--- src/sv/mwo_pkg.sv ---
package mwo_pkg;

   localparam int WHEEL_COUNT = 4;

   localparam int FID_W     = 11;
   localparam int POS_W     = 32;
   localparam int TIME_W    = 16;
   localparam int GAIN_W    = 24;
   localparam int ID_W      = 7;
   localparam int RATE_W    = 32;
   localparam int FRAC_BITS = 16;

   // four 32-bit deltas summed need two more bits
   localparam int SUM_W  = POS_W + 2;
   localparam int PROD_W = SUM_W + GAIN_W;

   localparam int CSR_INDEX_W = 3;
   localparam int CSR_DATA_W  = 24;

   localparam logic [3:0] REPORT_NIBBLE = 4'hB;

   localparam int WHEEL_LF = 0;
   localparam int WHEEL_LB = 1;
   localparam int WHEEL_RF = 2;
   localparam int WHEEL_RB = 3;

   localparam logic signed [GAIN_W-1:0] GAIN_RESET  = 24'sd65536;
   localparam logic [TIME_W-1:0]        STALE_RESET = 16'd200;
   localparam logic [WHEEL_COUNT-1:0][ID_W-1:0] ID_RESET = {7'd64, 7'd48, 7'd32, 7'd16};

   typedef enum logic [CSR_INDEX_W-1:0] {
      CSR_GAIN_TRANSLATE = 3'd0,
      CSR_GAIN_ROTATE    = 3'd1,
      CSR_STALE_LIMIT    = 3'd2,
      CSR_ID_LEFT_FRONT  = 3'd3,
      CSR_ID_LEFT_BACK   = 3'd4,
      CSR_ID_RIGHT_FRONT = 3'd5,
      CSR_ID_RIGHT_BACK  = 3'd6
   } csr_index_type;

   typedef enum logic {
      FUNC_REPORT = 1'b0,
      FUNC_TICK   = 1'b1
   } func_type;

   typedef struct packed {
      logic signed [GAIN_W-1:0]           gain_translate;
      logic signed [GAIN_W-1:0]           gain_rotate;
      logic [TIME_W-1:0]                  stale_limit;
      logic [WHEEL_COUNT-1:0][ID_W-1:0]   wheel_id;
   } cfg_type;

   typedef struct packed {
      logic load_mul;
      logic load_out;
   } lane_ctl_type;

endpackage

--- src/sv/mwo_rate_lane.sv ---
module mwo_rate_lane (
   input  logic                                 clock,
   input  mwo_pkg::lane_ctl_type                ctl,
   input  logic signed [mwo_pkg::SUM_W-1:0]     sum,
   input  logic signed [mwo_pkg::GAIN_W-1:0]    gain,
   output logic signed [mwo_pkg::RATE_W-1:0]    rate
);
   import mwo_pkg::*;

   localparam int Q_W = PROD_W - FRAC_BITS;

   logic signed [PROD_W-1:0] prod_ff;
   logic signed [PROD_W-1:0] prod_in;
   logic signed [Q_W-1:0]    q;
   logic signed [RATE_W-1:0] rate_ff;
   logic signed [RATE_W-1:0] rate_in;

   assign prod_in = {{GAIN_W{sum[SUM_W-1]}}, sum} * {{SUM_W{gain[GAIN_W-1]}}, gain};

   // dropping the fraction bits floors toward minus infinity
   assign q = prod_ff[PROD_W-1:FRAC_BITS];

   always_comb begin
      if (&q[Q_W-1:RATE_W-1] || ~|q[Q_W-1:RATE_W-1]) begin
         rate_in = q[RATE_W-1:0];
      end else if (q[Q_W-1]) begin
         rate_in = {1'b1, {(RATE_W-1){1'b0}}};
      end else begin
         rate_in = {1'b0, {(RATE_W-1){1'b1}}};
      end
   end

   always_ff @(posedge clock) begin
      if (ctl.load_mul) begin
         prod_ff <= prod_in;
      end
      if (ctl.load_out) begin
         rate_ff <= rate_in;
      end
   end

   assign rate = rate_ff;

endmodule

--- config.mk ---
export PLATFORM = sky130hd
export DESIGN_NAME = mwo_rate_lane
export DESIGN_NICKNAME = d
export VERILOG_FILES = /design/src/sv/mwo_pkg.sv /design/src/sv/mwo_rate_lane.sv
export SDC_FILE = /design/constraint.sdc
export NUM_CORES = 2
export LEC_CHECK = 0
export ABC_AREA = 1
export BUFFER_PORTS_ARGS = -buffer_cell sky130_fd_sc_hd__buf_2
export CELL_PAD_IN_SITES_DETAIL_PLACEMENT = 0
export CELL_PAD_IN_SITES_GLOBAL_PLACEMENT = 1
export CORE_ASPECT_RATIO = 1.75
export CORE_MARGIN = 1
export CORE_UTILIZATION = 51
export CTS_BUF_LIST = sky130_fd_sc_hd__clkbuf_8
export DETAILED_ROUTE_END_ITERATION = 12
export HOLD_SLACK_MARGIN = 0.12
export PLACE_DENSITY = 0.95
export SYNTH_ARGS = -nofsm -noshare
export SYNTH_HDL_FRONTEND = slang
export SYNTH_SLANG_ARGS = --single-unit
--- constraint.sdc ---
create_clock -name clock -period 11.85 [get_ports clock]
set_input_delay 3.555 -clock clock [delete_from_list [all_inputs] [get_ports clock]]
set_output_delay 3.555 -clock clock [all_outputs]
set_load 0.005 [all_outputs]
# == Yosys cells after proc, flatten, opt, wreduce, memory -nomap -nowiden ==
# Cells that the tools add are included.
# Widths: inputs -> output; s select.
# totals
regBits,90
wordCells,9
inputBits,61
out_inout_bits,32
# classes
reduce_logical,4
mux,2
n_mul,1
# ops
operator,n
$mux 32,2
$mul 34x24->58,1
$reduce_and 11->1,1
$reduce_or 11->1,1
$logic_not 1->1,1
$logic_or 1x1->1,1

# == Logic depth before layout (Yosys ltp) ==
# logic_depth
word_depth,4
mapped_depth,30

# == Worst setup path before layout ==
# No wires, ideal clock.
# synth_timing
path_type,input -> register
from,in gain[2] (netlist name)
to,"reg prod_ff[48], data pin"
required_ns,11.598
setup_slack_ns,2.098
setup_time_ns,0.252
cell_stages,23
arrival_ns,9.500
path_cell_list,clkbuf_1 -> clkbuf_1 -> nand2_1 -> inv_1 -> fa_1 -> fa_1 -> inv_1 -> fa_1 -> inv_1 -> fa_1 -> fa_1 -> fa_1 -> fa_1 -> ha_1 -> nand2_1 -> nor2_1 -> inv_1 -> nor2_1 -> inv_1 -> nor3_1 -> nand3_1 -> nand3_1 -> nand2_1
# synth_via
elab_chain_cells,1
# synth_rtl
element,line,source
"start, declared",mwo_rate_lane.sv:5,"input logic signed [mwo_pkg::GAIN_W-1:0] gain,"
$mul 34x24->58,mwo_rate_lane.sv:18,"assign prod_in = {{GAIN_W{sum[SUM_W-1]}}, sum} * {{SUM_W{gain[GAIN_W-1]}}, gain};"
named net prod_in[48],mwo_rate_lane.sv:13,logic signed [PROD_W-1:0] prod_in;
"end signal, assigned",mwo_rate_lane.sv:35,prod_ff <= prod_in;
"end, declared",mwo_rate_lane.sv:12,logic signed [PROD_W-1:0] prod_ff;
# The timed path passes the listed nets, and every way through them passes these cells.
# A chain may end at the register's enable or synchronous reset.

# == Final worst setup path ==
# layout_timing
from,in gain[6] (netlist name)
to,"reg prod_ff[26], data pin"
# Same word-level chain as after synthesis.

==> flow_results.xml <==
<?xml version="1.0" encoding="UTF-8"?>
<metrics>
  <group name="cells_and_area">
    <metric name="most_common_cell_after_layout_fill_and_taps_aside" unit="">sky130_fd_sc_hd__inv_1</metric>
    <metric name="post_route_cells_drive_above_1_share" unit="">0.0404</metric>
    <metric name="layout.nets" unit="">5087</metric>
    <metric name="mostFrequentLayoutCells" unit="">sky130_fd_sc_hd__inv_1, sky130_fd_sc_hd__nand2_1, sky130_fd_sc_hd__fa_1, sky130_fd_sc_hd__ha_1, sky130_fd_sc_hd__nor2_1</metric>
    <metric name="syn_to_final_growth" unit="%">4.23</metric>
  </group>
  <group name="cts">
    <metric name="setup_fix_bufs_post_cts" unit="">0</metric>
    <metric name="cts_root_buf" unit="">sky130_fd_sc_hd__clkbuf_8</metric>
    <metric name="htreeDepth" unit="">3</metric>
    <metric name="hold_buffers" unit="">0</metric>
    <metric name="cts.sinks" unit="">74</metric>
    <metric name="cts_tree" unit="">yes</metric>
    <metric name="clock_tree.buffer_depth" unit="">2</metric>
    <metric name="cts-resized-gates" unit="">0</metric>
    <metric name="cts-buffers-inserted" unit="">9</metric>
    <metric name="clkTransAtPathRegs" unit="ps">120</metric>
    <metric name="clock_latency" unit="ps">420</metric>
  </group>
  <group name="detailed_routing">
    <metric name="antenna_violating_nets_post_route" unit="">0</metric>
    <metric name="total_wirelength_of_the_detailed_routed_design" unit="mm">105</metric>
    <metric name="routed-via-count" unit="">25800</metric>
    <metric name="route.detailed.drc" unit="">11</metric>
    <metric name="via_per_inst" unit="">5.31</metric>
    <metric name="routed_wirelength_normalized_by_instance_count" unit="um">21.6</metric>
    <metric name="drt-initial-drc-count" unit="">1442</metric>
    <metric name="drt_first_pass_iters" unit="">11</metric>
  </group>
  <group name="hold_path">
    <metric name="min_from" unit="">prod_ff[32]</metric>
    <metric name="timing.hold.worst_path_depth" unit="">2</metric>
    <metric name="whs_endpoint" unit="">rate[16]</metric>
    <metric name="timing.hold.worst.class" unit="">register to register</metric>
  </group>
  <group name="timing">
    <metric name="final.setup_skew" unit="ps">33.3</metric>
    <metric name="tightestPinTransition" unit="ps">1190</metric>
    <metric name="finalCriticalPeriod" unit="ps">10550</metric>
    <metric name="report.final.setup_viol" unit="">0</metric>
    <metric name="setup_total_negative_slack" unit="ps">0</metric>
    <metric name="max_clock_freq" unit="GHz">0.0948</metric>
    <metric name="period_share" unit="">0.891</metric>
    <metric name="grt_setup_unrepaired" unit="">false</metric>
    <metric name="maxSlewViolCount" unit="">0</metric>
    <metric name="finalHoldViolations" unit="">0</metric>
    <metric name="maxSlewHeadroom" unit="">0.203</metric>
  </group>
  <group name="floorplanning">
    <metric name="design.portCount" unit="">93</metric>
    <metric name="die_width" unit="um">193</metric>
    <metric name="die_y" unit="um">336</metric>
    <metric name="start_util" unit="">0.515</metric>
    <metric name="placementRows" unit="">122</metric>
    <metric name="die-area" unit="mm2">0.0648</metric>
    <metric name="core_area" unit="mm2">0.0632</metric>
  </group>
  <group name="setup_path">
    <metric name="crit_slowest_cell" unit="">sky130_fd_sc_hd__buf_2</metric>
    <metric name="critical_path.most_common_cell" unit="">sky130_fd_sc_hd__fa_1</metric>
    <metric name="maximum_fanout_along_the_worst_path" unit="">34</metric>
    <metric name="rr_startpoint" unit="">prod_ff[57]</metric>
    <metric name="cp-start-kind" unit="">input pin</metric>
    <metric name="r2r.worst_path.cells" unit="">6</metric>
    <metric name="path_cells" unit="">buf_2, nand2_1, inv_1, fa_1, fa_1, inv_1, fa_1, inv_1, fa_1, inv_1, fa_1, inv_1, fa_1, fa_1, ha_1, a21oi_1, o21ai_0, a21oi_1, nand2_1, a21oi_1, xnor2_1</metric>
    <metric name="r2r_slack" unit="ps">9300</metric>
    <metric name="endpoint_kind" unit="">register</metric>
    <metric name="max_stage_delay" unit="ps">750</metric>
    <metric name="worst-endpoint-arrival" unit="ps">10730</metric>
    <metric name="setup.worst_path.class" unit="">input pin to register</metric>
    <metric name="timing.rr.end" unit="">rate[25]</metric>
    <metric name="data_required_time_of_the_critical_path" unit="ps">12020</metric>
  </group>
  <group name="placement">
    <metric name="port_buffers" unit="">92</metric>
    <metric name="globalplace.congestion" unit="">1.07</metric>
    <metric name="place_hpwl" unit="mm">88.4</metric>
  </group>
  <group name="status">
    <metric name="status" unit="">complete, but fails checks</metric>
    <metric name="violations_in_the_final_reports" unit="">design-rule violations</metric>
  </group>
  <group name="synthesis">
    <metric name="postSynth.asyncResetShare" unit="">0</metric>
    <metric name="post_synth.cell_area_avg" unit="um2">7.98</metric>
    <metric name="synth_cells" unit="">4076</metric>
    <metric name="synth-seq-area-share" unit="">0.0683</metric>
    <metric name="synth-edff-count" unit="">74</metric>
    <metric name="number_of_synthesized_register_bits" unit="">74</metric>
    <metric name="dominantRegCellSynth" unit="">sky130_fd_sc_hd__edfxtp_1</metric>
    <metric name="synth.net_count" unit="">5113</metric>
    <metric name="distinct_cells_synth" unit="">29</metric>
    <metric name="post_synth_instance_area" unit="mm2">0.0325</metric>
    <metric name="ys.warnings.count" unit="">0</metric>
  </group>
  <group name="grt">
    <metric name="first_global_vias" unit="">29800</metric>
    <metric name="antenna_found_initial" unit="">2</metric>
    <metric name="grt_max_degree" unit="">43</metric>
    <metric name="aggregate_global_route_resource_usage" unit="">0.350</metric>
    <metric name="global_route.overflow_total" unit="">0</metric>
    <metric name="grt_first_pass_wirelength" unit="mm">164</metric>
  </group>
  <group name="run">
    <metric name="drv.max_cap_violation_count" unit="">0</metric>
  </group>
</metrics>
## cells in the mapped netlist, drive strengths merged (6+ instances only)
| library cell | count | area, um2 |
|---|---|---|
| a21o | 6 | 45.0 |
| a21oi | 72 | 360 |
| buf | 7 | 33.8 |
| clkbuf | 164 | 616 |
| edfxtp | 74 | 2220 |
| fa | 826 | 16500 |
| ha | 150 | 1880 |
| inv | 1296 | 4860 |
| nand2 | 1162 | 4370 |
| nand3 | 54 | 270 |
| nand4 | 14 | 87.6 |
| nor2 | 140 | 528 |
| nor3 | 9 | 45.0 |
| nor4 | 8 | 50.1 |
| o21ai | 40 | 200 |
| o21bai | 12 | 90.1 |
| or2 | 8 | 50.1 |
| xnor2 | 7 | 61.3 |
| xor2 | 21 | 184 |
## logic make-up after synthesis
logic type	after synthesis	synth area share
XOR/XNOR	28	0.00754
AO/OA/AOI/OAI	132	0.0218
buffers and inverters	1467	0.169
flip-flops	74	0.0683
adder cells (fa/ha/maj)	976	0.566
AND/OR/NAND/NOR	1399	0.167
## through the flow
step	setup WS, ps	area (um2)	utilization	instances	hold WS (ps)
2_1_floorplan	2100	32500	-	4076	494
3_3_place_gp	943	33700	0.533	4845	513
3_5_place_dp	899	33700	0.533	4845	511
6_report	1300	33900	0.537	4862	521
4_1_cts	1330	33900	0.537	4861	530
5_1_grt	977	33900	0.537	4862	555
## area by class of cell
| cell class | count | area, um2 |
|---|---|---|
| diodes | 1 | 2.50 |
| well taps | 806 | 1010 |
| clock inverters | 7 | 101 |
| fillers | 6057 | 29300 |
| clock buffers | 9 | 124 |
| multi-input cells | 2535 | 24800 |
| inverters | 1296 | 4860 |
| repair buffers | 134 | 776 |
| flip-flops and latches | 74 | 2220 |
## routing by layer
metal  vias to the layer above  global-route usage  share of wire
met1                     12900               0.342           0.30
met3                       581              0.0431          0.055
met5                         -                   0        0.00010
li1                      11200                   -              -
met2                      1158               0.623           0.52
met4                         2               0.334           0.12
## worst max path at each step
stage / to / startpoint / depth (start not counted) / slack (ps)
global placement: prod_ff[52] / gain[9] / 22 / 940
floorplan: prod_ff[48] / gain[2] / 23 / 2100
finish: prod_ff[26] / gain[6] / 21 / 1300
detailed placement: prod_ff[52] / gain[9] / 22 / 900
CTS: prod_ff[52] / gain[9] / 22 / 1330
global route: prod_ff[52] / gain[9] / 22 / 980
## state kept, by name, summed over array words and instances (netlist names)
| signal | cells |
|---|---|
| prod_ff | 42 |
| rate | 32 |
## worst max-delay path: cells and delay by family
family,cells,cell delay (ps)
fa+ha+maj,8,3470
xor+xnor,1,90
compound gates,4,1810
simple gates,2,610
buf+inv,6,1170
Power is left out: the tool's default activity adds up to more than one toggle a clock period on the data nets, which glitch-free logic cannot reach.
