[src/sv/mwo_pkg.sv]
package mwo_pkg;

   localparam int WHEEL_COUNT = 4;

   localparam int FID_W     = 11;
   localparam int POS_W     = 32;
   localparam int TIME_W    = 16;
   localparam int GAIN_W    = 24;
   localparam int ID_W      = 7;
   localparam int RATE_W    = 32;
   localparam int FRAC_BITS = 16;

   // four 32-bit deltas summed need two more bits
   localparam int SUM_W  = POS_W + 2;
   localparam int PROD_W = SUM_W + GAIN_W;

   localparam int CSR_INDEX_W = 3;
   localparam int CSR_DATA_W  = 24;

   localparam logic [3:0] REPORT_NIBBLE = 4'hB;

   localparam int WHEEL_LF = 0;
   localparam int WHEEL_LB = 1;
   localparam int WHEEL_RF = 2;
   localparam int WHEEL_RB = 3;

   localparam logic signed [GAIN_W-1:0] GAIN_RESET  = 24'sd65536;
   localparam logic [TIME_W-1:0]        STALE_RESET = 16'd200;
   localparam logic [WHEEL_COUNT-1:0][ID_W-1:0] ID_RESET = {7'd64, 7'd48, 7'd32, 7'd16};

   typedef enum logic [CSR_INDEX_W-1:0] {
      CSR_GAIN_TRANSLATE = 3'd0,
      CSR_GAIN_ROTATE    = 3'd1,
      CSR_STALE_LIMIT    = 3'd2,
      CSR_ID_LEFT_FRONT  = 3'd3,
      CSR_ID_LEFT_BACK   = 3'd4,
      CSR_ID_RIGHT_FRONT = 3'd5,
      CSR_ID_RIGHT_BACK  = 3'd6
   } csr_index_type;

   typedef enum logic {
      FUNC_REPORT = 1'b0,
      FUNC_TICK   = 1'b1
   } func_type;

   typedef struct packed {
      logic signed [GAIN_W-1:0]           gain_translate;
      logic signed [GAIN_W-1:0]           gain_rotate;
      logic [TIME_W-1:0]                  stale_limit;
      logic [WHEEL_COUNT-1:0][ID_W-1:0]   wheel_id;
   } cfg_type;

   typedef struct packed {
      logic load_mul;
      logic load_out;
   } lane_ctl_type;

endpackage

[src/sv/mwo_wheel_state.sv]
module mwo_wheel_state (
   input  logic                                 clock,
   input  logic                                 reset,
   input  logic                                 fire,
   input  logic                                 func,
   input  logic [mwo_pkg::FID_W-1:0]            frame_id,
   input  logic [mwo_pkg::POS_W-1:0]            wheel_position,
   input  logic [mwo_pkg::TIME_W-1:0]           now_time,
   input  mwo_pkg::cfg_type                     cfg,
   output logic                                 fresh,
   output logic signed [mwo_pkg::SUM_W-1:0]     sum_x,
   output logic signed [mwo_pkg::SUM_W-1:0]     sum_y,
   output logic signed [mwo_pkg::SUM_W-1:0]     sum_rot
);
   import mwo_pkg::*;

   logic [POS_W-1:0]  last_pos_ff [WHEEL_COUNT];
   logic [POS_W-1:0]  delta_ff    [WHEEL_COUNT];
   logic [TIME_W-1:0] rtime_ff    [WHEEL_COUNT];

   logic [WHEEL_COUNT-1:0] hit;
   logic [WHEEL_COUNT-1:0] sel;
   logic [WHEEL_COUNT-1:0] stale;
   logic                   report_ok;
   logic                   taken;
   logic [TIME_W-1:0]      age [WHEEL_COUNT];
   logic signed [SUM_W-1:0] d [WHEEL_COUNT];

   assign report_ok = fire && (func == FUNC_REPORT) && (frame_id[3:0] == REPORT_NIBBLE);

   // an id register with nonzero low nibble can never match bits 7..4
   always_comb begin
      taken = 1'b0;
      for (int i = 0; i < WHEEL_COUNT; i++) begin
         hit[i] = ({frame_id[7:4], 4'b0000} == {1'b0, cfg.wheel_id[i]});
         sel[i] = hit[i] && !taken;
         taken  = taken || hit[i];
      end
   end

   always_comb begin
      for (int i = 0; i < WHEEL_COUNT; i++) begin
         age[i]   = now_time - rtime_ff[i];
         stale[i] = (age[i] > cfg.stale_limit);
         d[i]     = {{(SUM_W-POS_W){delta_ff[i][POS_W-1]}}, delta_ff[i]};
      end
   end

   assign fresh = ~|stale;

   assign sum_x   = d[WHEEL_LF] - d[WHEEL_LB] - d[WHEEL_RF] + d[WHEEL_RB];
   assign sum_y   = d[WHEEL_LF] + d[WHEEL_LB] + d[WHEEL_RF] + d[WHEEL_RB];
   assign sum_rot = d[WHEEL_RF] + d[WHEEL_RB] - d[WHEEL_LF] - d[WHEEL_LB];

   always_ff @(posedge clock) begin
      if (reset) begin
         for (int i = 0; i < WHEEL_COUNT; i++) begin
            last_pos_ff[i] <= '0;
            delta_ff[i]    <= '0;
            rtime_ff[i]    <= '0;
         end
      end else begin
         for (int i = 0; i < WHEEL_COUNT; i++) begin
            if (report_ok && sel[i]) begin
               delta_ff[i]    <= wheel_position - last_pos_ff[i];
               last_pos_ff[i] <= wheel_position;
               rtime_ff[i]    <= now_time;
            end
         end
      end
   end

endmodule

[config.mk]
export PLATFORM = sky130hd
export DESIGN_NAME = mwo_wheel_state
export DESIGN_NICKNAME = d
export VERILOG_FILES = /design/src/sv/mwo_pkg.sv /design/src/sv/mwo_wheel_state.sv
export SDC_FILE = /design/constraint.sdc
export NUM_CORES = 1
export LEC_CHECK = 0
export BUFFER_PORTS_ARGS = -buffer_cell sky130_fd_sc_hd__buf_2
export CAP_MARGIN = 20
export CORE_ASPECT_RATIO = 0.9
export CORE_MARGIN = 1
export CORE_UTILIZATION = 30
export CTS_CLUSTER_SIZE = 20
export DETAILED_ROUTE_END_ITERATION = 10
export SKIP_CTS_REPAIR_TIMING = 1
export SYNTH_ARGS = -nofsm -noshare
export SYNTH_HDL_FRONTEND = slang
export SYNTH_SLANG_ARGS = --single-unit
export TNS_END_PERCENT = 30
[constraint.sdc]
create_clock -name clock -period 16 [get_ports clock]
set_clock_uncertainty 0.05 [all_clocks]
set_input_delay 1.6 -clock clock [delete_from_list [all_inputs] [get_ports clock]]
set_output_delay 1.6 -clock clock [all_outputs]
set_load 0.02 [all_outputs]
* Word level (Yosys, flattened, before mapping)
Memories as Yosys holds them, arrays and structs flattened.
Index checks and enable logic that the tools add are counted.
** Operators by class
- Bitwise operators :: 13
- Add/subtract/negate cells :: 17
- Multiply operators :: 0
- Shifts and indexed selects :: 0
- Order comparisons :: 4
- Multiplexer cells :: 26
- Reduce and logical (&&, ||, !) cells :: 16
- Div/mod/pow operators :: 0
- Eq/ne operators :: 5
** Operators with widths (count)
- 32-bit two-way mux :: 8
- 32-bit subtractor :: 4
- 34-bit by 32-bit adder with 34-bit output :: 2
- 33-bit by 32-bit subtractor with 34-bit output :: 2
- 32-bit by 32-bit adder with 33-bit output :: 2
- 16-bit > comparator :: 4
- 16-bit two-way mux :: 4
- 16-bit subtractor :: 4
- 33-bit by 32-bit adder with 34-bit output :: 1
- 34-bit by 32-bit subtractor with 34-bit output :: 1
- 32-bit by 32-bit subtractor with 33-bit output :: 1
- 8-bit by 7-bit == test with 1-bit output :: 4
- 1-bit two-way mux :: 14
- 1-bit bitwise OR :: 12
- 1-bit logical AND :: 9
- 4-bit == test (second input constant) :: 1
- 1-bit logical NOT :: 4
- 4-bit OR reduction :: 1
- 1-bit logical OR :: 2
- 1-bit inverter :: 1
** Word-level totals
- Memory bits (read-only) :: 0
- Input port bits :: 155
- Memories kept :: 3
- Bits in registers :: 0
- Output and inout bits :: 103
- Latch bits :: 0
- Logic and storage cells :: 84
- Memory bits (writable) :: 320
** Memories
- delta_ff :: depth 4, bits a word 32, rd ports 4, clocked after memory_dff 0, write ports 4, RTL line mwo_wheel_state.sv:18 : logic [POS_W-1:0] delta_ff [WHEEL_COUNT];
- last_pos_ff :: depth 4, bits a word 32, rd ports 4, clocked after memory_dff 0, write ports 4, RTL line mwo_wheel_state.sv:17 : logic [POS_W-1:0] last_pos_ff [WHEEL_COUNT];
- rtime_ff :: depth 4, bits a word 16, rd ports 4, clocked after memory_dff 0, write ports 4, RTL line mwo_wheel_state.sv:19 : logic [TIME_W-1:0] rtime_ff [WHEEL_COUNT];

* Logic depth before layout (Yosys ltp)
- Depth after elaboration :: 10
- Gate-level depth with buffers :: 21
- Depth with buffers taken out :: 21

* Worst setup path before layout
No wires, ideal clock.
- Path type :: in2out
- Start :: in now_time[0] (netlist name)
- End :: out fresh
- Required time :: 14.350 ns
- Path buffers :: 0
- Stages :: 19
- Arrival time :: 5.160 ns
- Path slack :: 9.190 ns
- Cell sequence :: inv_1 ha_1 fa_1 nor2b_1 o21a_1 o21ai_0 nand2b_1 a31oi_1 o21ai_1 or4_1 a31o_2 a21oi_1 xnor2_1 ha_1 nand3_1 nor3_1 a2bb2oi_1 a22oi_1 nor4_1
** Between the ends
- Longest elaborated chain between the ends :: 4
- Elaborated cells on any way between the ends :: 10
- Those cells by class :: add/sub (4); order compare (4); reduce/logical (2)
** Ends and longest elaborated chain
- start, declared :: RTL line mwo_wheel_state.sv:8 : input logic [mwo_pkg::TIME_W-1:0] now_time,
- 16-bit subtractor :: RTL line mwo_wheel_state.sv:43 : age[i] = now_time - rtime_ff[i];
- 16-bit > comparator :: RTL line mwo_wheel_state.sv:44 : stale[i] = (age[i] > cfg.stale_limit);
- 4-bit OR reduction * :: RTL line mwo_wheel_state.sv:49 : assign fresh = ~|stale;
- 1-bit logical NOT * :: RTL line mwo_wheel_state.sv:49
- end, declared :: RTL line mwo_wheel_state.sv:10 : output logic fresh,
Mark *: on every way between the ends. The rest lies on a longest branch, timed or not.

* Worst setup path after layout
Same ends and word-level chain as after synthesis.

==> flow_summary.yaml <==
logic_synthesis:
  synth_top_family_by_area: "adder cells"
  synth_cells: 3346
  synth_cell_types: 71
  yosys.area_share.simple_pct: 13.6
  seq_area_frac_synth_pct: 30.2
  synth.area.mux_share_pct: 0.0315
  ys_async_sr_fraction_pct: 0
  syn_avg_cell_area_um2: 9.51
  synth-compound-area-share_pct: 15.6
  synth-edff-count: 320
  synth_adder_area_share_pct: 26.5
  ys_seq_elements: 320
  synth_warnings: 0
  syn_area_mm2: 0.0318
  syn_nets: 4053
  synth_ff_type: "edfxtp_1"
  synth_xor_area_share_pct: 7.13
route:
  num_vias: 23600
  drt-vias-per-instance: 4.78
  drtIter0Drc: 1337
  drt_wl_total_um: 82600
  wl_per_cell_um: 16.8
  ant_nets: 0
  firstDrtPassIters: 5
  drc_errors: 0
worst_setup_path:
  crit_type: "primary input to output port"
  critPathCaptureType: "output port"
  cp.required_ns: 14.35
  slowest_delay_ns: 0.46
  worst-path-buf-inv: 3
  worstPathArrival_ns: 5.77
  crit_chain: "buf_2 -> inv_1 -> ha_1 -> fa_1 -> nor2b_1 -> o21a_1 -> o21ai_0 -> nand2b_1 -> a31oi_1 -> o21ai_1 -> or4_1 -> a31o_2 -> a21oi_1 -> xnor2_1 -> ha_1 -> nand3_1 -> nor3_1 -> a22oi_1 -> nor4_1 -> buf_2"
  cp_max_fo: 8
  critical-path-top-delay-family: "simple AND/OR/NAND/NOR gates"
  cp-start-kind: "primary input"
  critPathSlowestCell: "or4_1"
power:
  p_per_area_mw_per_mm2: 88.9
  p_leak_nw: 16.5
  p_sw_share_pct: 36.3
  combinationalPowerShare_pct: 39.6
  pwr-share-clk_pct: 30.0
  intPower_w: 0.00203
  switchingPower_w: 0.00115
  vdd_drop_max_mv: 0.0739
  sequentialPowerShare_pct: 30.5
timing:
  setup_viol: 0
  whs_ns: 0.590
  hold_viol_final: 0
  relSlewSlack_pct: 34.2
  layout_min_cycle_time_ns: 7.42
  grt_setup_unrepaired: "no"
  fmax_ghz: 0.135
  tns_ns: 0
  post-route-period-util_pct: 46.4
  finalMaxSlewViolations: 0
  worstMarginPinSlew_ns: 0.986
global_routing:
  antenna_found_initial: 18
  grt_util_all_layers_pct: 15.4
  grt_pass1_vias: 23700
  grt_overflow: 0
  grt_pass1_wl_um: 131000
  grt_max_degree: 65
clock_network:
  cts_root_buffer: "clkbuf_16"
  htree_levels: 2
  numCtsBuffers: 39
  cts_sinks: 320
  clock_latency_ns: 0.56
  clockBufferDepth: 3
  cts_tree: "built"
  clk_pin_slew_ns: 0.06
final_layout:
  multi_input_area_mm2: 0.0200
  fillCellCount: 10600
  final_net_count: 4239
  area_growth_pct: 12.5
  register_area_mm2: 0.00961
  drive_gt1_share_pct: 8.73
die:
  initial_core_util_pct: 30.5
  dieArea_mm2: 0.107
  coreArea_mm2: 0.104
  io_pins: 258
  die_y_um: 311
  die_x_um: 345
  rows: 112
placed_design:
  routabilityCongestion: 0.906
  io_buffer_count: 206
  dpl.hpwl_um: 67600
status:
  status: "finished clean"
worst_hold_path:
  min_path_type: "flip-flop to flip-flop"
flow_run:
  maxCapViolations: 0
[state kept, by name, summed over array words and instances (netlist names)]
| register | count |
|---|---|
| delta_ff | 128 |
| last_pos_ff | 128 |
| rtime_ff | 64 |
[final timing paths]
path	from	endpoint	slack, ns	cells past startpoint
worst max-delay path	now_time[0]	fresh	8.58	20
worst min-delay path	last_pos_ff[1][0]	delta_ff[1][0]	0.59	2
worst max register to register	last_pos_ff[1][0]	delta_ff[1][28]	12.38	12
worst min register to register	last_pos_ff[1][0]	delta_ff[1][0]	0.59	2
[layer usage]
metal | up-vias | GRT usage, % | routed length [um]
met5 | - | 0 | 70
met2 | 431 | 26.0 | 38700
li1 | 11800 | - | -
met1 | 11200 | 20.7 | 38700
met3 | 120 | 1.89 | 3250
met4 | 12 | 3.88 | 1940
[final cells by class]
class,instances,share of cell area (%)
diodes,3,0.0210
clock buffers,43,2.83
clock inverters,27,1.02
inverters,518,5.43
multi-input cells,2435,56.0
flip-flops and latches,320,26.8
well taps,1368,4.78
repair buffers,218,3.13
[synth_stat cells (18+ instances only)]
cell type    n  area (um^2)
inv_1      518         1940
ha_1       349         4370
edfxtp_1   320         9610
nor2_1     260          976
a21oi_1    231         1160
fa_1       203         4060
and2_1     189         1180
xnor2_1    170         1490
a21o_1     151         1130
o21ai_0    126          631
nand2_1    125          469
xor2_1      89          780
clkbuf_1    70          263
nand3_1     51          255
o21a_1      45          338
nor3_1      44          220
nor2b_1     42          263
nand2b_1    40          250
nand4_1     35          219
o21bai_1    33          248
a211oi_1    22          165
and3_1      22          138
a31oi_1     20          125
o211ai_1    18          135
[stage by stage]
stage | std cells | setup WS (ns) | util, % | area, um^2 | total power, W
final | 4932 | 8.58 | 34.3 | 35800 | 0.00318
after global routing | 4932 | 8.15 | 34.3 | 35800 | 0.00338
after CTS | 4929 | 8.51 | 34.3 | 35800 | 0.00322
after detailed placement | 4859 | 8.51 | 33.0 | 34400 | 0.00225
after global placement | 4859 | 8.54 | 33.0 | 34400 | 0.00224
after floorplan | 3346 | 9.19 | - | 31800 | 0.00188
[cell families after synthesis]
logic type,after synthesis
DFF,320
muxes,1
xor gates and xnor gates,259
adders and majority gates,552
AOI/OAI and AO/OA,766
and+or+nand+nor,857
buffers and inverters,591
[worst min-delay path, stage by stage (launching register included)]
cell and delay (ns):
edfxtp_1 0.32, ha_1 0.11, nor2_1 0.04
[power groups by stage]
| stage | clock [W] | combinational [W] | sequential [W] |
|---|---|---|---|
| CTS | 0.000982 | 0.00127 | 0.000971 |
| finish | 0.000954 | 0.00126 | 0.000970 |
| floorplan | 0 | 0.000897 | 0.000987 |
| global route | 0.00101 | 0.00140 | 0.000975 |
| global placement | 0 | 0.00125 | 0.000987 |
| detailed placement | 0 | 0.00126 | 0.000988 |
[cells in the final DEF (no fill, tap or decap), types with 151 or more instances in the layout]
| master | netlist | layout |
|---|---|---|
| ha_1 | 349 | 349 |
| a21o_1 | 151 | 151 |
| inv_1 | 518 | 518 |
| xnor2_1 | 170 | 170 |
| nor2_1 | 260 | 257 |
| edfxtp_1 | 320 | 320 |
| buf_2 | 0 | 206 |
| fa_1 | 203 | 203 |
| and2_1 | 189 | 189 |
| a21oi_1 | 231 | 231 |
Note: power is estimated with default switching activity, not from simulation.
