`src/sv/mwo_pkg.sv`:
```
package mwo_pkg;

   localparam int WHEEL_COUNT = 4;

   localparam int FID_W     = 11;
   localparam int POS_W     = 32;
   localparam int TIME_W    = 16;
   localparam int GAIN_W    = 24;
   localparam int ID_W      = 7;
   localparam int RATE_W    = 32;
   localparam int FRAC_BITS = 16;

   // four 32-bit deltas summed need two more bits
   localparam int SUM_W  = POS_W + 2;
   localparam int PROD_W = SUM_W + GAIN_W;

   localparam int CSR_INDEX_W = 3;
   localparam int CSR_DATA_W  = 24;

   localparam logic [3:0] REPORT_NIBBLE = 4'hB;

   localparam int WHEEL_LF = 0;
   localparam int WHEEL_LB = 1;
   localparam int WHEEL_RF = 2;
   localparam int WHEEL_RB = 3;

   localparam logic signed [GAIN_W-1:0] GAIN_RESET  = 24'sd65536;
   localparam logic [TIME_W-1:0]        STALE_RESET = 16'd200;
   localparam logic [WHEEL_COUNT-1:0][ID_W-1:0] ID_RESET = {7'd64, 7'd48, 7'd32, 7'd16};

   typedef enum logic [CSR_INDEX_W-1:0] {
      CSR_GAIN_TRANSLATE = 3'd0,
      CSR_GAIN_ROTATE    = 3'd1,
      CSR_STALE_LIMIT    = 3'd2,
      CSR_ID_LEFT_FRONT  = 3'd3,
      CSR_ID_LEFT_BACK   = 3'd4,
      CSR_ID_RIGHT_FRONT = 3'd5,
      CSR_ID_RIGHT_BACK  = 3'd6
   } csr_index_type;

   typedef enum logic {
      FUNC_REPORT = 1'b0,
      FUNC_TICK   = 1'b1
   } func_type;

   typedef struct packed {
      logic signed [GAIN_W-1:0]           gain_translate;
      logic signed [GAIN_W-1:0]           gain_rotate;
      logic [TIME_W-1:0]                  stale_limit;
      logic [WHEEL_COUNT-1:0][ID_W-1:0]   wheel_id;
   } cfg_type;

   typedef struct packed {
      logic load_mul;
      logic load_out;
   } lane_ctl_type;

endpackage

```
`src/sv/mwo_csr.sv`:
```
module mwo_csr (
   input  logic                               clock,
   input  logic                               reset,
   input  logic                               csr_wr_en,
   input  logic [mwo_pkg::CSR_INDEX_W-1:0]    csr_index,
   input  logic [mwo_pkg::CSR_DATA_W-1:0]     csr_wdata,
   output mwo_pkg::cfg_type                   cfg
);
   import mwo_pkg::*;

   cfg_type cfg_ff;
   cfg_type cfg_in;

   always_comb begin
      cfg_in = cfg_ff;
      if (csr_wr_en) begin
         case (csr_index)
            CSR_GAIN_TRANSLATE: cfg_in.gain_translate = csr_wdata[GAIN_W-1:0];
            CSR_GAIN_ROTATE:    cfg_in.gain_rotate    = csr_wdata[GAIN_W-1:0];
            CSR_STALE_LIMIT:    cfg_in.stale_limit    = csr_wdata[TIME_W-1:0];
            CSR_ID_LEFT_FRONT:  cfg_in.wheel_id[WHEEL_LF] = csr_wdata[ID_W-1:0];
            CSR_ID_LEFT_BACK:   cfg_in.wheel_id[WHEEL_LB] = csr_wdata[ID_W-1:0];
            CSR_ID_RIGHT_FRONT: cfg_in.wheel_id[WHEEL_RF] = csr_wdata[ID_W-1:0];
            CSR_ID_RIGHT_BACK:  cfg_in.wheel_id[WHEEL_RB] = csr_wdata[ID_W-1:0];
            default: ;  // drop writes beyond the register list
         endcase
      end
   end

   always_ff @(posedge clock) begin
      if (reset) begin
         cfg_ff.gain_translate <= GAIN_RESET;
         cfg_ff.gain_rotate    <= GAIN_RESET;
         cfg_ff.stale_limit    <= STALE_RESET;
         cfg_ff.wheel_id       <= ID_RESET;
      end else begin
         cfg_ff <= cfg_in;
      end
   end

   assign cfg = cfg_ff;

endmodule

```
`config.mk`:
```
export PLATFORM = sky130hd
export DESIGN_NAME = mwo_csr
export DESIGN_NICKNAME = d
export VERILOG_FILES = /design/src/sv/mwo_pkg.sv /design/src/sv/mwo_csr.sv
export SDC_FILE = /design/constraint.sdc
export NUM_CORES = 1
export LEC_CHECK = 0
export BUFFER_PORTS_ARGS = -buffer_cell sky130_fd_sc_hd__buf_2
export CAP_MARGIN = 20
export CORE_AREA = 3 3 115 73
export DETAILED_ROUTE_END_ITERATION = 6
export DIE_AREA = 0 0 118 76
export GPL_TIMING_DRIVEN = 0
export PLACE_DENSITY_LB_ADDON = 0.08
export SLEW_MARGIN = 15
export SYNTH_ARGS = -nofsm -noshare
export SYNTH_HDL_FRONTEND = slang
export SYNTH_SLANG_ARGS = --single-unit
```
`constraint.sdc`:
```
create_clock -name clock -period 1.9 [get_ports clock]
set_input_delay 0.285 -clock clock [delete_from_list [all_inputs] [get_ports clock]]
set_output_delay 0.285 -clock clock [all_outputs]
set_load 0.005 [all_outputs]
```
=== Word-level counts from Yosys, hierarchy flattened ===
Cells that the tools add are included.

* Register bits: 92
* Input port bits: 30
* Output and inout bits: 92
* Logic and storage cells: 21

* Eq/ne operators: 6
* Reductions and logical operators: 8

{| class="wikitable"
|+ Operators by type and width
! cell !! count
|-
| $reduce_and A2 Y1 || 7
|-
| $eq A3 B3 Y1 const B || 3
|-
| $eq A3 B2 Y1 const B || 2
|-
| $eq A3 B1 Y1 const B || 1
|-
| $logic_not A3 Y1 || 1
|}

=== Depth between registers and ports, before layout ===
Gate-level depths: netlist of the first run.

* Word-level depth: 2
* Depth in mapped cells: 4
* Mapped depth without buffers: 2

=== Worst setup path after synthesis of the first run ===
No wires, ideal clock.

* Path kind: input to register
* From: input csr_index[0] (netlist name)
* To: register cfg_ff (netlist bit cfg[84])
* Setup time: 121 ps
* Arrival time: 1,203 ps
* Data required time: 1,779 ps
* Path slack: 577 ps
* Stages: 4
* Path buffers: 2
* Cells stage by stage: or4b_1 > buf_6 > buf_12 > mux2i_1

* Longest elaborated chain between the ends: 2

{| class="wikitable"
|+ Ends and longest elaborated chain
! item !! RTL line !! source
|-
| start, declared || mwo_csr.sv:5 || <nowiki>input logic [mwo_pkg::CSR_INDEX_W-1:0] csr_index,</nowiki>
|-
| $logic_not A3 Y1 || mwo_csr.sv:17 || <nowiki>case (csr_index)</nowiki>
|-
| $reduce_and A2 Y1 (no source line) || - ||
|-
| end signal, assigned || mwo_csr.sv:37 || <nowiki>cfg_ff <= cfg_in;</nowiki>
|-
| end, declared || mwo_csr.sv:11 || <nowiki>cfg_type cfg_ff;</nowiki>
|}

No other way between the ends.
A chain may end at the register's enable or synchronous reset.

=== Worst setup path in the final report of the first run ===
* From: input csr_index[2] (netlist name)
* To: register cfg_ff (netlist bit cfg[63])

* Longest elaborated chain between the ends: 2

{| class="wikitable"
|+ Ends and longest elaborated chain
! item !! RTL line
|-
| $eq A3 B1 Y1 || mwo_csr.sv:17
|-
| $reduce_and A2 Y1 (no source line) || -
|}

No other way between the ends.

==> summary.md, run 1 <==
| Metric | Value |
|---|---|
| Status | `complete, no violations` |
| Relative slew margins | `61.87%` |
| IO Pins | `122` |
| Max reg flops | `92` |
| RSZ-0062 raised after global routing | `false` |
| Hold endpoint | `cfg[31]$_SDFFE_PP1P_` |
| Post_cts resized | `0` |
| Dpl ws | `320.9 ps` |
| Clock sinks | `92` |
| Diode count | `0` |
| FF-to-FF End | `cfg[44]$_SDFFE_PP0P_` |
| Worst setup SP type | `primary input` |
| Flop2flop setup slack | `1250 ps` |
| Clock period minus worst slack | `1224 ps` |
| Critical path endpoint category | `register` |
| Full die area | `8968 µm²` |
| Register area share after synthesis | `49.83%` |
| Initial Util | `50.65%` |
| Final nets | `500` |
| Critical path's largest stage delay | `350 ps` |
| Clock slew at reported path FFs | `60 ps` |
| Via Count | `2809` |
| Routed WL | `9299 µm` |
| Antenna viol nets, final | `0` |
| Clk_lat worst skew | `340 ps` |
| Vias/cell | `4.860` |
| CP cell instances | `buf_2, and4bb_2, buf_2, buf_2, mux2i_1` |
| Global-route wire length before repair | `14990 µm` |
| Worst path slowest cell | `buf_2` |
| Fmax | `0.8171 GHz` |
| Initial antenna violation count | `0` |
| Vias in the first global route | `2935` |
| Area growth, synth to finish | `27.49%` |
| RD Place Congestion | `0.7389` |
| Crit path top cell by count | `buf_2` |
| Post-synthesis cell area | `3696 µm²` |
| H-Tree Depth | `3` |
| R2R depth | `2` |
| Final setup viols | `0` |
| Post-Syn Nets | `369` |
| CTS Buffer Depth | `2` |
| Initial drt markers | `123` |
| Crit Reg-Reg Startpoint | `cfg[44]$_SDFFE_PP0P_` |
| Crit path max fanout | `10` |
| Register bit count reported by yosys | `92` |
| Max cap viols | `0` |
| Worst-Margin Slew | `571.9 ps` |
| Fin. max-slew vios | `0` |
| PD cells | `855.7 nW/µm²` |
| DRC | `0` |
| Hold Startpoint | `csr_wdata[3]` |
| Skew final | `0 ps` |
| CTS tree | `yes` |
| Fin Setup TNS | `0 ps` |
| Worst min path class | `in2reg` |
| Worst path arrival time | `1490 ps` |
| Overall Power | `4032 µW` |
| Setup CP Type | `in2reg` |
| Post-Layout Cell Count | `578` |
| Period Utilization, post-route | `64.41%` |
| Buffers on Ports | `120` |
| Pleak | `0.002432 µW` |
| WL/cell | `16.09 µm` |
| Setup crit start | `csr_index[2]` |
| Num CTS Buffers | `9` |
| Peak supply drop | `0.4677 mV` |
| Met2 wire length | `4198 µm` |
| Mapped Cells | `339` |
| Setup fix buffers added after clock tree synthesis | `0` |
| Post-CTS Hold Fix Bufs | `0` |
| Largest net degree at the start of global routing | `14` |
| CTS root buf | `clkbuf_16` |
| DRT met1 WL | `4304 µm` |
| Layout cells sized above 1 | `29.75%` |
| First-pass iteration count of the detailed router | `4` |
| GRT Total Usage | `21.17%` |
| Final Hold Vio Count | `0` |
| Cell variety after synth | `13` |
| Core area | `7297 µm²` |
| Grt total ovfl | `0` |
| Worst setup margin | `676.1 ps` |
| Die width | `118 µm` |
| Yosys warnings | `0` |
| Highest Signal Layer | `met4` |
| WL met3 | `705 µm` |
| Placed instance count | `563` |
| Std-Cell Rows | `24` |
| DP HPWL | `6860 µm` |
| Req. time, crit path | `2170 ps` |
| Hold Crit Depth | `3` |
| Avg Cell Area, Syn | `10.90 µm²` |
| Die height | `76 µm` |
-- cell type report --
type	instances	area, µm²
fill	649	2585
sequential	92	1842
clock buffer	13	250.2
multi-input combinational	222	1729
timing repair buffer	120	600.6
clock inverter	2	35.03
buffer	25	125.1
tap	104	130.1
-- how the worst max path moves through the flow --
stage | end | depth (start not counted)
final | cfg[63]$_SDFFE_PP0P_ | 5
after CTS | cfg[59]$_SDFFE_PP0P_ | 5
after floorplan | cfg[84]$_SDFFE_PP1P_ | 4
after global routing | cfg[60]$_SDFFE_PP1P_ | 5
after global placement | cfg[62]$_SDFFE_PP0P_ | 5
after detailed placement | cfg[59]$_SDFFE_PP0P_ | 5
-- report_power, final --
part           total (µW)  switching [µW]  internal [µW]
logic                 297             154            143
clock network        1740             694           1050
registers            1990            22.3           1970
total                4030             870           3160
-- synth_stat cells --
| library cell | count | area (µm²) |
|---|---|---|
| nand4bb_1 | 3 | 33.78 |
| clkbuf_1 | 17 | 63.81 |
| mux2i_1 | 92 | 920.9 |
| nor2_1 | 16 | 60.06 |
| and4bb_2 | 1 | 12.51 |
| buf_6 | 1 | 11.26 |
| buf_2 | 6 | 30.03 |
| nand2b_1 | 105 | 656.9 |
| or4b_1 | 1 | 10.01 |
| nand4b_1 | 3 | 26.28 |
| dfxtp_1 | 92 | 1842 |
| buf_12 | 1 | 20.02 |
| nor4b_1 | 1 | 8.760 |
-- cells in the final DEF (no fill, tap or decap), types with 3 or more instances in the layout --
cell       synthesis  layout
buf_2              6     126
nand4b_1           3       3
dfxtp_1           92      92
nand4bb_1          3       3
mux2i_1           92      92
clkbuf_16          0       9
clkbuf_1          17      20
nand2b_1         105     105
nor2_1            16      16
-- worst max-delay path, delay by kind of cell --
| family | cells | cell delay [ps] |
|---|---|---|
| buffers and inverters | 3 | 670 |
| AND/OR/NAND/NOR | 1 | 290 |
| multiplexers | 1 | 240 |
-- through the flow --
step | utilization, % | hold slack, ps | instance area (µm²)
2_1_floorplan | - | 446.2 | 3696
3_3_place_gp | 60.67 | 456.3 | 4427
3_5_place_dp | 60.67 | 460.1 | 4427
4_1_cts | 64.57 | 215.0 | 4712
5_1_grt | 64.57 | 230.3 | 4712
6_report | 64.57 | 210.9 | 4712
-- per-layer routing --
layer  vias up  GRT usage, %
li1       1384             -
met2        76         34.33
met5         -             0
met4         0         5.263
met1      1341         26.34
met3         8         8.754
-- cell families after synthesis --
logic type,Yosys count,share of synthesized area (%)
and+or+nand+nor,130,21.87
DFF,92,49.83
muxes,92,24.92
buffers and inverters,25,3.385
No activity file was read; power rests on OpenSTA's default activity.
==> run 2: changes to the inputs <==
- clock period: 1.9 -> 1.2 ns (I/O delays scaled with it)
==> summary.md, run 2 (same netlist as run 1, synthesis figures left out) <==
| Metric | Value |
|---|---|
| Status | `complete, no violations` |
| Flop2flop setup slack | `560 ps (-690 ps)` |
| PD cells | `1325 nW/µm² (+55%)` |
| Initial Util | `50.65% (unchanged)` |
| Worst path slowest cell | `or4b_4` |
| Max reg flops | `92 (unchanged)` |
| Clk_lat worst skew | `340 ps (about the same)` |
| Num CTS Buffers | `9 (unchanged)` |
| R2R depth | `2 (unchanged)` |
| Commonest non-fill, non-tap cells in the layout | `buf_2, nand2b_1, mux2i_1, dfxtp_1, clkbuf_1` |
| Area after DPL | `4431 µm² (about the same)` |
| Fill cell count | `622 (-4.2%)` |
| Period Utilization, post-route | `88.60%` |
| CTS Buffer Depth | `2 (unchanged)` |
| Relative slew margins | `61.24% (-0.63 points)` |
| Routed WL | `9034 µm (-2.8%)` |
| CP cell instances | `buf_2, or4b_4, buf_6, buf_12, mux2i_1` |
| Req. time, crit path | `1420 ps (-750 ps)` |
| Crit Reg-Reg Startpoint | `cfg[32]$_SDFFE_PP0P_` |
| Clock slew at reported path FFs | `60 ps (about the same)` |
| Post-CTS Hold Fix Bufs | `0 (unchanged)` |
| Worst path arrival time | `1290 ps (-200 ps)` |
| GRT Total Usage | `20.82% (-0.35 points)` |
| Fmax | `0.9406 GHz` |
| Vias/cell | `4.784 (-1.6%)` |
| Critical path's largest stage delay | `540 ps (+190 ps)` |
| Grt total ovfl | `0 (unchanged)` |
| Pleak | `0.002423 µW (-0.40%)` |
| Buffers on Ports | `120 (unchanged)` |
| Final instance area | `4705 µm² (-0.16%)` |
| Die height | `76 µm (unchanged)` |
| Antenna viol nets, final | `0 (unchanged)` |
| Full die area | `8968 µm² (unchanged)` |
| RSZ-0062 raised after global routing | `false` |
| FF-to-FF End | `cfg[32]$_SDFFE_PP0P_` |
| Overall Power | `6233 µW (+55%)` |
| Crit path max fanout | `10 (unchanged)` |
| IO Pins | `122 (unchanged)` |
| CTS root buf | `clkbuf_16` |
| Core area | `7297 µm² (unchanged)` |
| Clock period minus worst slack | `1063 ps` |
| Clock sinks | `92 (unchanged)` |
| Final Hold Vio Count | `0 (unchanged)` |
| First-pass iteration count of the detailed router | `4 (unchanged)` |
| Worst setup margin | `136.8 ps (-539.3 ps)` |
| DRC | `0 (unchanged)` |
| Via Count | `2765 (-1.6%)` |
| Initial antenna violation count | `0 (unchanged)` |
| Setup CP Type | `in2reg` |
| RD Place Congestion | `0.7854 (+6.3%)` |
| Commonest non-fill, non-tap cell in the layout | `buf_2` |
| Skew final | `0 ps (unchanged)` |
| Worst-Margin Slew | `581.4 ps (+9.524 ps)` |
| H-Tree Depth | `3 (unchanged)` |
| Hold Crit Depth | `3 (unchanged)` |
| Peak supply drop | `0.7305 mV (+56%)` |
| Setup fix buffers added after clock tree synthesis | `0 (unchanged)` |
| Max cap viols | `0 (unchanged)` |
| Layout cells sized above 1 | `29.96% (+0.21 points)` |
| Dpl ws | `-258.5 ps (-579.4 ps)` |
| Fin. max-slew vios | `0 (unchanged)` |
| Die width | `118 µm (unchanged)` |
| Final setup viols | `0 (unchanged)` |
| Std-Cell Rows | `24 (unchanged)` |
| WL/cell | `15.63 µm (-2.8%)` |
| Global-route wire length before repair | `14660 µm (-2.3%)` |
| Worst setup SP type | `primary input` |
| Initial drt markers | `123 (unchanged)` |
| Vias in the first global route | `2777 (-5.4%)` |
| Hold endpoint | `cfg[31]$_SDFFE_PP1P_` |
| Critical path endpoint category | `register` |
| DP HPWL | `6714 µm (-2.1%)` |
| Final nets | `500 (unchanged)` |
| Area growth, synth to finish | `27.28%` |
| Worst min path class | `in2reg` |
| Diode count | `0 (unchanged)` |
| Largest net degree at the start of global routing | `14 (unchanged)` |
| Hold Startpoint | `csr_wdata[3]` |
| Min Hold Slack | `110.0 ps (-100.9 ps)` |
| CTS tree | `yes` |
[run 2: cell count changes in the layout (fill, tap and decap cells not counted), sizes merged]
cell / change
bufinv: -1
buf: -1
clkbuf: +2
clkinvlp: +1
clkinv: -1
[run 2: layout make-up]
cell class              instances  area [µm²]  area share, %
repair buffers                120       600.6          12.77
well taps                     104       130.1          2.766
clock buffers                  14       264.0          5.612
flip-flops and latches         92        1842          39.15
plain buffers                  25       127.6          2.713
clock inverters                 1       7.507         0.1596
multi-input cells             222        1733          36.84
[run 2: per-layer routing]
layer | up-vias | GRT usage (%) | part of all wire [%]
li1 | 1386 | - | -
met1 | 1290 | 27.37 | 48
met2 | 80 | 31.58 | 44
met3 | 9 | 8.383 | 6.7
met4 | 0 | 6.316 | 1.2
met5 | - | 0 | 0
[run 2: worst max-delay path, delay by kind of cell]
| family | cells | cell delay, ps |
|---|---|---|
| and+or+nand+nor | 1 | 540 |
| muxes | 1 | 110 |
| buffers and inverters | 3 | 450 |
[run 2: where the power goes]
part / switching [µW] / leakage, µW / internal, µW
Sequential: 34.1 / 0.000745 / 3120
Combinational: 243 / 0.00155 / 228
Clock: 1100 / 0.000129 / 1510
[run 2: metrics by stage]
step	util [%]	setup TNS (ps)	cells
after floorplan	-	-4.560	339
after global placement	60.72	-9702	563
after detailed placement	60.72	-10670	563
after CTS	64.44	0	578
after global routing	64.47	0	578
final	64.47	0	578
[run 2: what timing repair did]
action	4_1_cts	5_1_grt
gates resized for setup	0	1
endpoints found under the hold margin	0	0
endpoints found under the setup margin	0	3
[run 2: how the worst max path moves through the flow]
| stage | from | cells past startpoint | slack, ps | end |
|---|---|---|---|---|
| 2_1_floorplan | csr_index[0] | 4 | -2 | cfg[84]$_SDFFE_PP1P_ |
| 3_3_place_gp | csr_index[2] | 5 | -240 | cfg[62]$_SDFFE_PP0P_ |
| 3_5_place_dp | csr_index[2] | 5 | -260 | cfg[66]$_SDFFE_PP0P_ |
| 4_1_cts | csr_index[2] | 5 | 90 | cfg[66]$_SDFFE_PP0P_ |
| 5_1_grt | csr_index[2] | 5 | 60 | cfg[65]$_SDFFE_PP0P_ |
| 6_report | csr_index[0] | 5 | 140 | cfg[84]$_SDFFE_PP1P_ |
==> run 3: changes to the inputs <==
- RECOVER_POWER: not set -> 25
==> summary.md, run 3 (same netlist as run 1, synthesis figures left out) <==
| Metric | Value |
|---|---|
| Status | `complete, no violations` |
| Crit path max fanout | `10 (unchanged)` |
| Worst path arrival time | `1290 ps (about the same)` |
| GRT Total Usage | `20.82% (unchanged)` |
| Antenna viol nets, final | `0 (unchanged)` |
| Via Count | `2761 (-0.14%)` |
| Vias/cell | `4.777 (-0.14%)` |
| Final Hold Vio Count | `0 (unchanged)` |
| IO Pins | `122 (unchanged)` |
| Setup CP Type | `in2reg` |
| Clock sinks | `92 (unchanged)` |
| Clk_lat worst skew | `330 ps (about the same)` |
| WL met3 | `652 µm (+7.4%)` |
| Req. time, crit path | `1420 ps (about the same)` |
| Buffers on Ports | `120 (unchanged)` |
| Commonest non-fill, non-tap cells in the layout | `buf_2, nand2b_1, mux2i_1, dfxtp_1, clkbuf_1` |
| CTS root buf | `clkbuf_16` |
| DRC | `0 (unchanged)` |
| Clock slew at reported path FFs | `60 ps (about the same)` |
| Std-Cell Rows | `24 (unchanged)` |
| Worst setup SP type | `primary input` |
| RSZ-0062 raised after global routing | `false` |
| Worst min path class | `in2reg` |
| Full die area | `8968 µm² (unchanged)` |
| Highest Signal Layer | `met4` |
| Routed WL | `9042 µm (about the same)` |
| Global-route wire length before repair | `14660 µm (unchanged)` |
| H-Tree Depth | `3 (unchanged)` |
| First-pass iteration count of the detailed router | `4 (unchanged)` |
| Clock period minus worst slack | `1069 ps (+6.304 ps)` |
| Commonest non-fill, non-tap cell in the layout | `buf_2` |
| Logic pwr share | `7.5% (about the same)` |
| DP HPWL | `6714 µm (unchanged)` |
| Initial antenna violation count | `0 (unchanged)` |
| Period Utilization, post-route | `89.12% (+0.53 points)` |
| CTS Buffer Depth | `2 (unchanged)` |
| Pleak | `0.002381 µW (-1.7%)` |
| Core area | `7297 µm² (unchanged)` |
| Final nets | `500 (unchanged)` |
| Num CTS Buffers | `9 (unchanged)` |
| DRT met1 WL | `4280 µm (-0.67%)` |
| Worst setup margin | `130.5 ps (-6.304 ps)` |
| Critical path endpoint category | `register` |
| Die height | `76 µm (unchanged)` |
| Area growth, synth to finish | `26.88%` |
| Met2 wire length | `4005 µm (about the same)` |
| Die width | `118 µm (unchanged)` |
| Layout cells sized above 1 | `27.85% (-2.1 points)` |
| Worst-Margin Slew | `583.0 ps (+1.594 ps)` |
| CTS tree | `yes` |
| Grt total ovfl | `0 (unchanged)` |
| Largest net degree at the start of global routing | `14 (unchanged)` |
| WL/cell | `15.64 µm (about the same)` |
| Diode count | `0 (unchanged)` |
| Initial Util | `50.65% (unchanged)` |
| Initial drt markers | `131 (+6.5%)` |
| Skew final | `0 ps (unchanged)` |
| Relative slew margins | `61.13% (-0.11 points)` |
| Dpl ws | `-258.5 ps (unchanged)` |
| PD cells | `1329 nW/µm² (+0.30%)` |
| Clock power share | `41.8% (about the same)` |
| Max cap viols | `0 (unchanged)` |
| Peak supply drop | `0.7289 mV (-0.22%)` |
| Fin. max-slew vios | `0 (unchanged)` |
| Final setup viols | `0 (unchanged)` |
| P_sw | `1376 µW (about the same)` |
| RD Place Congestion | `0.7854 (unchanged)` |
| Pint | `4856 µW (about the same)` |
| Vias in the first global route | `2777 (unchanged)` |
| Sw Share | `22.08% (about the same)` |
| Fmax | `0.9350 GHz (-0.59%)` |
| Finished Core Util | `64.27% (-0.21 points)` |
| Max reg flops | `92 (unchanged)` |
| Register share of total power | `50.7% (about the same)` |
==> run 3: changes by cell type in the layout (fill, tap and decap cells not counted), sizes merged <==
cell    before  now
buf        127  117
clkbuf      32   42
==> run 3: worst paths after layout <==
kind         cells past startpoint              endpoint            startpoint  slack, ps
min reg2reg                      2  cfg[65]$_SDFFE_PP0P_  cfg[65]$_SDFFE_PP0P_        470
min                              3  cfg[31]$_SDFFE_PP1P_          csr_wdata[3]        110
max                              5  cfg[81]$_SDFFE_PP0P_          csr_index[0]        130
max reg2reg                      2  cfg[32]$_SDFFE_PP0P_  cfg[32]$_SDFFE_PP0P_        560
==> run 3: layout make-up <==
type,count,area [µm²]
fill,629,2608
clock inverter,1,7.507
buffer,25,127.6
tap,104,130.1
multi-input combinational,222,1729
clock buffer,14,264.0
timing repair buffer,120,589.3
sequential,92,1842
==> run 3: power groups by stage <==
stage | Combinational [µW] | Clock (µW) | Sequential, µW
finish | 467 | 2610 | 3160
global route | 510 | 2790 | 3160
CTS | 475 | 2650 | 3160
detailed placement | 473 | 0 | 3220
global placement | 467 | 0 | 3220
floorplan | 259 | 0 | 3230
==> run 3: per-stage QoR <==
stage | power [µW] | instance area, µm² | hold WS, ps | TNS, ps | instances
final | 6232 | 4690 | 111.0 | 0 | 578
after global routing | 6463 | 4690 | 118.4 | 0 | 578
after detailed placement | 3697 | 4431 | 459.3 | -10670 | 563
after floorplan | 3488 | 3700 | 341.2 | -4.560 | 339
after global placement | 3688 | 4431 | 447.1 | -9702 | 563
after CTS | 6286 | 4702 | 104.6 | 0 | 578
==> run 3: timing repair <==
action | in CTS | in global routing
buffers inserted | 0 | 0
resized for setup | 0 | 1
hold buffers | 0 | 0
setup endpoints to repair | 0 | 3
==> run 3: critical path, stage by stage <==
cell and delay [ps]:
buf_2 140, or4b_1 540, buf_6 160, buf_12 150, mux2i_1 120
==> run 3: routing by layer <==
layer / vias to the layer above / global-route usage (%)
met5: - / 0
met4: 0 / 6.316
met3: 8 / 8.383
met2: 73 / 31.58
met1: 1291 / 27.37
li1: 1389 / -
